**config.mk**
```make
export PLATFORM = sky130hd
export DESIGN_NAME = event_recorder_trigger_fsm
export DESIGN_NICKNAME = d
export VERILOG_FILES = /design/src/design/ertf_pkg.sv /design/src/design/event_recorder_trigger_fsm.sv
export SDC_FILE = /design/constraint.sdc
export NUM_CORES = 1
export LEC_CHECK = 0
export ABC_AREA = 1
export BUFFER_PORTS_ARGS = -buffer_cell sky130_fd_sc_hd__buf_2
export CELL_PAD_IN_SITES_DETAIL_PLACEMENT = 0
export CELL_PAD_IN_SITES_GLOBAL_PLACEMENT = 1
export CORE_UTILIZATION = 43
export CTS_CLUSTER_DIAMETER = 150
export CTS_CLUSTER_SIZE = 12
export DETAILED_ROUTE_END_ITERATION = 6
export PLACE_DENSITY = 0.84
export SLEW_MARGIN = 10
export SYNTH_ARGS = -nofsm -noshare
export SYNTH_HDL_FRONTEND = slang
export SYNTH_SLANG_ARGS = --single-unit
```
**constraint.sdc**
```tcl
create_clock -name i_clk -period 6.9 [get_ports i_clk]
set_input_delay 1.38 -clock i_clk [delete_from_list [all_inputs] [get_ports i_clk]]
set_output_delay 1.38 -clock i_clk [all_outputs]
set_load 0.05 [all_outputs]
```
**src/design/ertf_pkg.sv**
```systemverilog
package ertf_pkg;

    localparam int SPEED_W = 9;
    localparam int ACCEL_W = 16;
    localparam int GEAR_W  = 3;
    localparam int REC_W   = 3;
    localparam int TIME_W  = 32;
    localparam int CFG_W   = 8;
    localparam int IDX_W   = 3;
    localparam int STATE_W = 3;
    localparam int IN_W    = 64;
    localparam int OUT_W   = 8;
    localparam int PROD_W  = 41;

    localparam logic [PROD_W-1:0] TICK_SCALE = PROD_W'(417);
    localparam logic [PROD_W-1:0] SEC_SCALE  = PROD_W'(100000);
    localparam logic [3:0]        ACC_SCALE  = 4'd10;

    localparam logic [GEAR_W-1:0] GEAR_PARK    = 3'd0;
    localparam logic [GEAR_W-1:0] GEAR_NEUTRAL = 3'd2;
    localparam logic [GEAR_W-1:0] GEAR_DRIVE   = 3'd3;

    localparam logic [REC_W-1:0] REC_READY     = 3'd0;
    localparam logic [REC_W-1:0] REC_RECORDING = 3'd1;
    localparam logic [REC_W-1:0] REC_COUNTDOWN = 3'd2;
    localparam logic [REC_W-1:0] REC_SLEEPING  = 3'd3;

    localparam logic [IDX_W-1:0] CFG_START_SPEED  = 3'd0;
    localparam logic [IDX_W-1:0] CFG_PAUSE_SPEED  = 3'd1;
    localparam logic [IDX_W-1:0] CFG_PAUSE_HOLD   = 3'd2;
    localparam logic [IDX_W-1:0] CFG_RESUME_SPEED = 3'd3;
    localparam logic [IDX_W-1:0] CFG_RESUME_HOLD  = 3'd4;
    localparam logic [IDX_W-1:0] CFG_ACCEL_LIMIT  = 3'd5;
    localparam logic [IDX_W-1:0] CFG_DECIMATION   = 3'd6;
    localparam logic [IDX_W-1:0] CFG_GEAR_MODE    = 3'd7;

    localparam logic [STATE_W-1:0] CODE_INIT       = 3'd0;
    localparam logic [STATE_W-1:0] CODE_READY      = 3'd1;
    localparam logic [STATE_W-1:0] CODE_RECORD     = 3'd2;
    localparam logic [STATE_W-1:0] CODE_REC_TO_RDY = 3'd3;
    localparam logic [STATE_W-1:0] CODE_EVENT      = 3'd4;
    localparam logic [STATE_W-1:0] CODE_EVT_TO_RDY = 3'd5;

    typedef enum logic [5:0] {
        ST_INIT       = 6'b000001,
        ST_READY      = 6'b000010,
        ST_RECORD     = 6'b000100,
        ST_REC_TO_RDY = 6'b001000,
        ST_EVENT      = 6'b010000,
        ST_EVT_TO_RDY = 6'b100000
    } t_state;

    function automatic logic [STATE_W-1:0] state_code(input t_state st);
        logic [STATE_W-1:0] code;
        unique case (st)
            ST_INIT:       code = CODE_INIT;
            ST_READY:      code = CODE_READY;
            ST_RECORD:     code = CODE_RECORD;
            ST_REC_TO_RDY: code = CODE_REC_TO_RDY;
            ST_EVENT:      code = CODE_EVENT;
            ST_EVT_TO_RDY: code = CODE_EVT_TO_RDY;
            default:       code = CODE_INIT;
        endcase
        return code;
    endfunction

endpackage

```
**src/design/event_recorder_trigger_fsm.sv**
```systemverilog
// Trigger machine for a frame recorder. One request is one radar frame on the
// s_axis channel; one result per frame leaves on the m_axis channel.
// Configuration registers are written through i_cfg_we / i_cfg_idx / i_cfg_data,
// one register per cycle; the user must do so only while no frame is in flight,
// which the block itself does not enforce. A frame accepted on s_axis passes
// through the input register, then the decision logic into the result register,
// before it is presented on m_axis. Throughput: one frame per cycle while the
// receiver does not stall. The state, stamp, phase and last acceleration are
// updated in the same cycle the result register is loaded, so consecutive
// frames see each other's effects without a bubble. The longest path is the
// 32x9 elapsed-time multiply and its compare.
// When the receiver stalls, the result register holds; the input register
// still takes one more frame, and s_axis_tready drops once both are full.
// Reset (synchronous, active low) empties both stages, puts the machine in
// init, clears the stamp, phase and last acceleration, and loads register
// defaults.
module event_recorder_trigger_fsm
    import ertf_pkg::*;
(
    input  logic                i_clk,
    input  logic                i_rst_n,
    input  logic                i_cfg_we,
    input  logic [IDX_W-1:0]    i_cfg_idx,
    input  logic [CFG_W-1:0]    i_cfg_data,
    input  logic                s_axis_tvalid,
    output logic                s_axis_tready,
    // speed[8:0], accel_x[24:9], gear[27:25], recorder_state[30:28],
    // timestamp[62:31], zero[63]
    input  logic [IN_W-1:0]     s_axis_tdata,
    output logic                m_axis_tvalid,
    input  logic                m_axis_tready,
    // trigger_state[2:0], start_countdown[3], reset_countdown[4],
    // record_frame[5], zero[7:6]
    output logic [OUT_W-1:0]    m_axis_tdata
);

    logic [CFG_W-1:0] r_start_speed, r_pause_speed, r_pause_hold, r_resume_speed;
    logic [CFG_W-1:0] r_resume_hold, r_accel_limit, r_decimation;
    logic             r_gear_mode;

    logic                      r_in_vld;
    logic [SPEED_W-1:0]        r_in_speed;
    logic signed [ACCEL_W-1:0] r_in_accel;
    logic [GEAR_W-1:0]         r_in_gear;
    logic [REC_W-1:0]          r_in_rec;
    logic [TIME_W-1:0]         r_in_now;

    t_state                    r_state, n_state;
    logic signed [ACCEL_W-1:0] r_prev_accel;
    logic [TIME_W-1:0]         r_stamp, n_stamp;
    logic [CFG_W-1:0]          r_phase, n_phase;

    logic                r_out_vld;
    logic [STATE_W-1:0]  r_out_state;
    logic                r_out_start, r_out_reset, r_out_record;
    logic                n_start, n_reset, n_record;

    logic advance;
    logic take;

    logic [CFG_W-1:0]          dec;
    logic [CFG_W:0]            ph_inc;
    logic signed [ACCEL_W:0]   delta;
    logic signed [ACCEL_W:0]   lim;
    logic                      jump;
    logic                      sleeping;
    logic [TIME_W-1:0]         ticks;
    logic [PROD_W-1:0]         elapsed;
    logic                      pause_met;
    logic                      resume_met;
    logic                      may_record;
    logic                      moved;

    assign advance       = !r_out_vld || m_axis_tready;
    assign s_axis_tready = !r_in_vld || advance;
    assign take          = s_axis_tvalid && s_axis_tready;

    always_ff @(posedge i_clk) begin
        if (!i_rst_n) begin
            r_start_speed  <= 8'd255;
            r_pause_speed  <= 8'd0;
            r_pause_hold   <= 8'd1;
            r_resume_speed <= 8'd255;
            r_resume_hold  <= 8'd10;
            r_accel_limit  <= 8'd15;
            r_decimation   <= 8'd255;
            r_gear_mode    <= 1'b0;
        end else if (i_cfg_we) begin
            unique case (i_cfg_idx)
                CFG_START_SPEED:  r_start_speed  <= i_cfg_data;
                CFG_PAUSE_SPEED:  r_pause_speed  <= i_cfg_data;
                CFG_PAUSE_HOLD:   r_pause_hold   <= i_cfg_data;
                CFG_RESUME_SPEED: r_resume_speed <= i_cfg_data;
                CFG_RESUME_HOLD:  r_resume_hold  <= i_cfg_data;
                CFG_ACCEL_LIMIT:  r_accel_limit  <= i_cfg_data;
                CFG_DECIMATION:   r_decimation   <= i_cfg_data;
                CFG_GEAR_MODE:    r_gear_mode    <= i_cfg_data[0];
                default:          r_gear_mode    <= r_gear_mode;
            endcase
        end
    end

    always_ff @(posedge i_clk) begin
        if (!i_rst_n) begin
            r_in_vld <= 1'b0;
        end else if (s_axis_tready) begin
            r_in_vld <= s_axis_tvalid;
        end
    end

    always_ff @(posedge i_clk) begin
        if (take) begin
            r_in_speed <= s_axis_tdata[8:0];
            r_in_accel <= s_axis_tdata[24:9];
            r_in_gear  <= s_axis_tdata[27:25];
            r_in_rec   <= s_axis_tdata[30:28];
            r_in_now   <= s_axis_tdata[62:31];
        end
    end

    assign dec      = (r_decimation == '0) ? CFG_W'(1) : r_decimation;
    assign ph_inc   = {1'b0, r_phase} + (CFG_W+1)'(1);
    assign delta    = {r_in_accel[ACCEL_W-1], r_in_accel}
                    - {r_prev_accel[ACCEL_W-1], r_prev_accel};
    assign lim      = $signed((ACCEL_W+1)'(r_accel_limit * ACC_SCALE));
    assign jump     = (delta > lim) || (delta < -lim);
    assign sleeping = (r_in_rec == REC_SLEEPING);
    assign ticks    = r_in_now - r_stamp;
    assign elapsed  = PROD_W'(ticks) * TICK_SCALE;

    always_comb begin
        n_state    = r_state;
        n_stamp    = r_stamp;
        n_phase    = (ph_inc >= {1'b0, dec}) ? '0 : ph_inc[CFG_W-1:0];
        n_start    = 1'b0;
        n_reset    = 1'b0;
        may_record = 1'b0;
        moved      = 1'b0;
        pause_met  = 1'b0;
        resume_met = 1'b0;

        unique case (r_state)
            ST_INIT: begin
                n_stamp = r_in_now;
                n_phase = '0;
                if (r_in_rec == REC_READY || r_in_rec == REC_RECORDING) begin
                    n_state = ST_READY;
                end else if (r_in_rec == REC_COUNTDOWN || r_in_rec == REC_SLEEPING) begin
                    n_state = ST_EVENT;
                end
            end
            ST_READY: begin
                if (r_in_speed > SPEED_W'(r_start_speed) ||
                    (r_in_gear == GEAR_DRIVE && r_gear_mode)) begin
                    n_state = ST_RECORD;
                    n_stamp = r_in_now;
                end
            end
            ST_RECORD: begin
                if (jump) begin
                    n_state = ST_EVENT;
                    n_stamp = r_in_now;
                    n_start = 1'b1;
                end
                if ((!r_gear_mode && r_in_speed == SPEED_W'(r_pause_speed) &&
                     r_pause_hold != '0) ||
                    (r_gear_mode && (r_in_gear == GEAR_PARK ||
                                     r_in_gear == GEAR_NEUTRAL))) begin
                    n_state = ST_REC_TO_RDY;
                    n_stamp = r_in_now;
                end
                may_record = 1'b1;
            end
            ST_REC_TO_RDY: begin
                if (jump) begin
                    n_state = ST_EVENT;
                    n_stamp = r_in_now;
                    n_start = 1'b1;
                    moved   = 1'b1;
                end
                if (r_in_speed > SPEED_W'(r_start_speed)) begin
                    n_state = ST_RECORD;
                    n_stamp = r_in_now;
                    moved   = 1'b1;
                end
                pause_met = moved ? (r_pause_hold == '0)
                                  : (elapsed >= PROD_W'(r_pause_hold) * SEC_SCALE);
                if (pause_met || (r_in_gear == GEAR_PARK && r_gear_mode)) begin
                    n_state = ST_READY;
                    n_stamp = r_in_now;
                end
                may_record = 1'b1;
            end
            ST_EVENT: begin
                if (r_in_speed > SPEED_W'(r_resume_speed) && sleeping) begin
                    n_state = ST_EVT_TO_RDY;
                    n_stamp = r_in_now;
                end
                may_record = 1'b1;
            end
            ST_EVT_TO_RDY: begin
                if (r_in_speed < SPEED_W'(r_resume_speed)) begin
                    n_state = ST_EVENT;
                    n_stamp = r_in_now;
                    moved   = 1'b1;
                end
                resume_met = moved ? (r_resume_hold == '0)
                                   : (elapsed >= PROD_W'(r_resume_hold) * SEC_SCALE);
                if (resume_met && sleeping) begin
                    n_state = ST_READY;
                    n_stamp = r_in_now;
                    n_reset = 1'b1;
                end
            end
            default: begin
                n_state = r_state;
            end
        endcase

        n_record = may_record && !sleeping && (n_phase == '0);
    end

    always_ff @(posedge i_clk) begin
        if (!i_rst_n) begin
            r_state      <= ST_INIT;
            r_stamp      <= '0;
            r_phase      <= '0;
            r_prev_accel <= '0;
            r_out_vld    <= 1'b0;
        end else if (advance) begin
            r_out_vld <= r_in_vld;
            if (r_in_vld) begin
                r_state      <= n_state;
                r_stamp      <= n_stamp;
                r_phase      <= n_phase;
                r_prev_accel <= r_in_accel;
            end
        end
    end

    always_ff @(posedge i_clk) begin
        if (advance && r_in_vld) begin
            r_out_state  <= state_code(n_state);
            r_out_start  <= n_start;
            r_out_reset  <= n_reset;
            r_out_record <= n_record;
        end
    end

    assign m_axis_tvalid = r_out_vld;
    assign m_axis_tdata  = {2'b00, r_out_record, r_out_reset, r_out_start, r_out_state};

endmodule
```
==> impl_metrics.yaml <==
grt:
  globalRouteOverflowTotal: 0
  first_global_vias: 22210
  grt_antenna_before_repair: 0
  grtUsageTotal_pct: 24.89
  grt_pass1_wl_mm: 108.8
  grt_max_degree: 64
cts:
  clkTransAtPathRegs_ns: 0.08
  cts_max_level: 4
  cts_buffers: 17
  cts_sinks: 190
  clockRootBuffer: "clkbuf_16"
  cts_buffer_depth: 2
  tritoncts: "built"
  hold_buffers: 0
  insertion_delay_ns: 0.46
placement:
  gp_congestion: 0.9025
  hpwl_mm: 52.59
  numPortBuffers: 86
  dp_slack_ns: -0.5977
critical_path:
  slowest_delay_ns: 0.48
  critical_path.top_delay_family: "adder cells"
  r2r_start: "r_in_now[1]$_DFFE_PP_"
  critPathLaunchType: "register"
  r2r_end: "r_stamp[13]$_SDFFE_PN0P_"
  crit_path_top_delay_cell: "fa_1"
  r2r.worst_path.cells: 45
  ff2ff_setup_slack_ns: 0.08
  arrival_ns: 7.19
  path_buf_inv: 12
  path_depth: 45
  crit_fanout: 5
  end_kind: "register"
  setup.worst_path.class: "reg -> reg"
  cpMostUsedCell: "nand2_2"
  required_ns: 7.26
route:
  drt_first_pass_iters: 6
  ant_nets: 0
  routed_via_density: 5.173
  drt_wl_total_mm: 68.91
  first_iter_violations: 1236
  vias: 22300
  drc: 0
  wl_per_cell_microns: 15.99
sta:
  max_freq_mhz: 146.5
  finalSetupViolCount: 0
  rsz0062_at_grt: "true"
  drv_slew: 0
  min_period_ns: 6.825
  tns_ns: 0
  relSlewSlack_pct: 30.29
  period_share_pct: 98.91
  finClkSkew_ns: 0.01475
  worst_slack_ns: 0.07531
  worstMarginPinSlew_ns: 1.046
  hold_viol_final: 0
min_path:
  hold_depth: 2
  holdPathEnd: "r_prev_accel[9]$_SDFFE_PN0P_"
  min-delay-start: "r_prev_accel[9]$_SDFFE_PN0P_"
  worstHoldPathType: "reg -> reg"
synthesis:
  synth-edff-count: 69
  syn_area_sq_um: 22740
  yosys_register_bits: 190
  ys.flop_type: "dfxtp_1"
  synthTopCellsByArea: "ha_1 22%, nand2_1 12%, dfxtp_1 11%, inv_1 9.9%, edfxtp_1 9.1%"
  yosysSeqAreaShare_pct: 19.77
  ys_async_sr_fraction_pct: 0
  synthCells: 3256
  ys_warn_count: 0
  synth_top_cell_by_area: "ha_1"
  synth_cell_types: 60
  synth_top_area_share_pct: 21.90
  avgSynthCellArea_sq_um: 6.983
floorplanning:
  fp-row-count: 83
  pin_count: 90
  die_w_microns: 232.0
  start_util_pct: 43.88
  die_h_microns: 232.0
  design.die.area_sq_um: 53800
  fp.coreArea_sq_um: 51820
outcome:
  status: "finished clean"
finish:
  layout-drive-gt1-share_pct: 22.34
  nets: 4156
  fin_util_pct: 56.38
  syn2layout_area_growth_pct: 28.49
  diodes: 0
flow_run:
  cap_violations: 0
==> layout by cell type, fill, tap and decap left out, drive strengths merged, types with 2 or more instances in the layout <==
| master | n |
|---|---|
| nor3b | 5 |
| clkinvlp | 2 |
| o21bai | 15 |
| nand2 | 758 |
| edfxtp | 69 |
| dfxtp | 121 |
| a211oi | 6 |
| a31o | 5 |
| clkbuf | 19 |
| clkinv | 6 |
| a22oi | 7 |
| a21o | 15 |
| a31oi | 7 |
| nand3b | 7 |
| o2111ai | 3 |
| o221ai | 3 |
| xor2 | 97 |
| nand3 | 227 |
| ha | 398 |
| nor3 | 29 |
| o21ai | 139 |
| nor4 | 12 |
| conb | 2 |
| or2 | 6 |
| fa | 61 |
| a21oi | 216 |
| xnor2 | 34 |
| inv | 607 |
| a21boi | 3 |
| nor2 | 227 |
| buf | 415 |
| o31ai | 4 |
| and2 | 6 |
| o21a | 8 |
| and3 | 2 |
| o211ai | 51 |
| nand4 | 31 |
==> worst max-delay path by stage <==
stage / startpoint / slack (ns) / to
2_1_floorplan: r_in_now[5]$_DFFE_PP_ / 0.24 / r_stamp[21]$_SDFFE_PN0P_
5_1_grt: r_in_now[0]$_DFFE_PP_ / -0.21 / r_out_state[2]$_DFFE_PP_
3_3_place_gp: r_in_now[0]$_DFFE_PP_ / -0.52 / r_stamp[19]$_SDFFE_PN0P_
3_5_place_dp: r_in_now[0]$_DFFE_PP_ / -0.60 / r_out_state[0]$_DFFE_PP_
4_1_cts: r_in_now[3]$_DFFE_PP_ / 0.002 / r_stamp[19]$_SDFFE_PN0P_
6_report: r_in_now[1]$_DFFE_PP_ / 0.08 / r_stamp[13]$_SDFFE_PN0P_
==> flip-flops by register name, summed over array words and instances, names as in the netlist, 6 cells and up <==
name / flops
r_accel_limit: 8
r_phase: 8
r_pause_hold: 8
r_resume_hold: 8
r_in_accel: 16
r_stamp: 32
r_state: 6
r_in_speed: 9
r_in_now: 32
r_start_speed: 8
r_pause_speed: 8
r_decimation: 8
r_resume_speed: 8
r_prev_accel: 16
==> tightest hold or removal path: stages (launching register included) <==
cell and delay (ns):
dfxtp_1 0.30, inv_1 0.06, a21oi_1 0.06
==> cells by family after synthesis <==
kind of cell | count (synthesis) | share of synthesized area, %
buf+inv | 677 | 11.45
flops | 190 | 19.77
fa+ha+maj | 459 | 27.27
xor+xnor | 131 | 5.128
compound gates | 488 | 12.34
simple gates | 1310 | 24.02
other cells | 1 | 0.01649
==> cells in the mapped netlist (all sizes together), types with 2 or more instances <==
master	count
a21boi	3
nand3b	7
a21o	15
and2	6
a31oi	7
inv	599
o21bai	15
nand2	758
xor2	97
nor4	12
o21ai	139
a21oi	216
o211ai	51
o31ai	4
a22oi	7
nor3b	5
or2	6
nor2	227
a211oi	6
edfxtp	69
nand4	31
xnor2	34
nor3	29
fa	61
ha	398
a31o	5
and3	2
o21a	8
clkinv	2
nand3	227
dfxtp	121
clkbuf	38
o221ai	3
o2111ai	3
buf	38
==> through the flow <==
step                      instances  hold slack, ns  instance area (sq um)
final                          4310          0.4577                  29220
after global routing           4310          0.4752                  29220
after CTS                      4281          0.4629                  27320
after detailed placement       4230          0.4526                  25900
after global placement         4230          0.4446                  25900
after floorplan                3257          0.4331                  22740
==> area by class of cell <==
type / count / area (sq um)
Clock inverter: 15 / 151.4
Clock buffer: 17 / 425.4
Timing Repair Buffer: 417 / 3122
Fill cell: 4681 / 22610
Multi-Input combinational cell: 2390 / 17910
Sequential cell: 190 / 4494
Inverter: 601 / 2261
Tap cell: 680 / 850.8
==> metal layers <==
metal	global-route usage [%]	vias to the layer above	routed length [microns]
li1	-	11270	-
met1	30.50	10480	30100
met2	46.29	440	35350
met3	1.817	106	1968
met4	6.826	0	1495
met5	0	-	0
==> timing repair <==
action,in CTS,in global routing
pin swaps,47,186
resized for setup,112,311
setup buffers,17,33
hold endpoints to repair,0,0
setup endpoints to repair,41,41
cloned,2,2
Power is not shown: default switching activity piles up to over one toggle a cycle in this logic, so the estimate is an artifact.
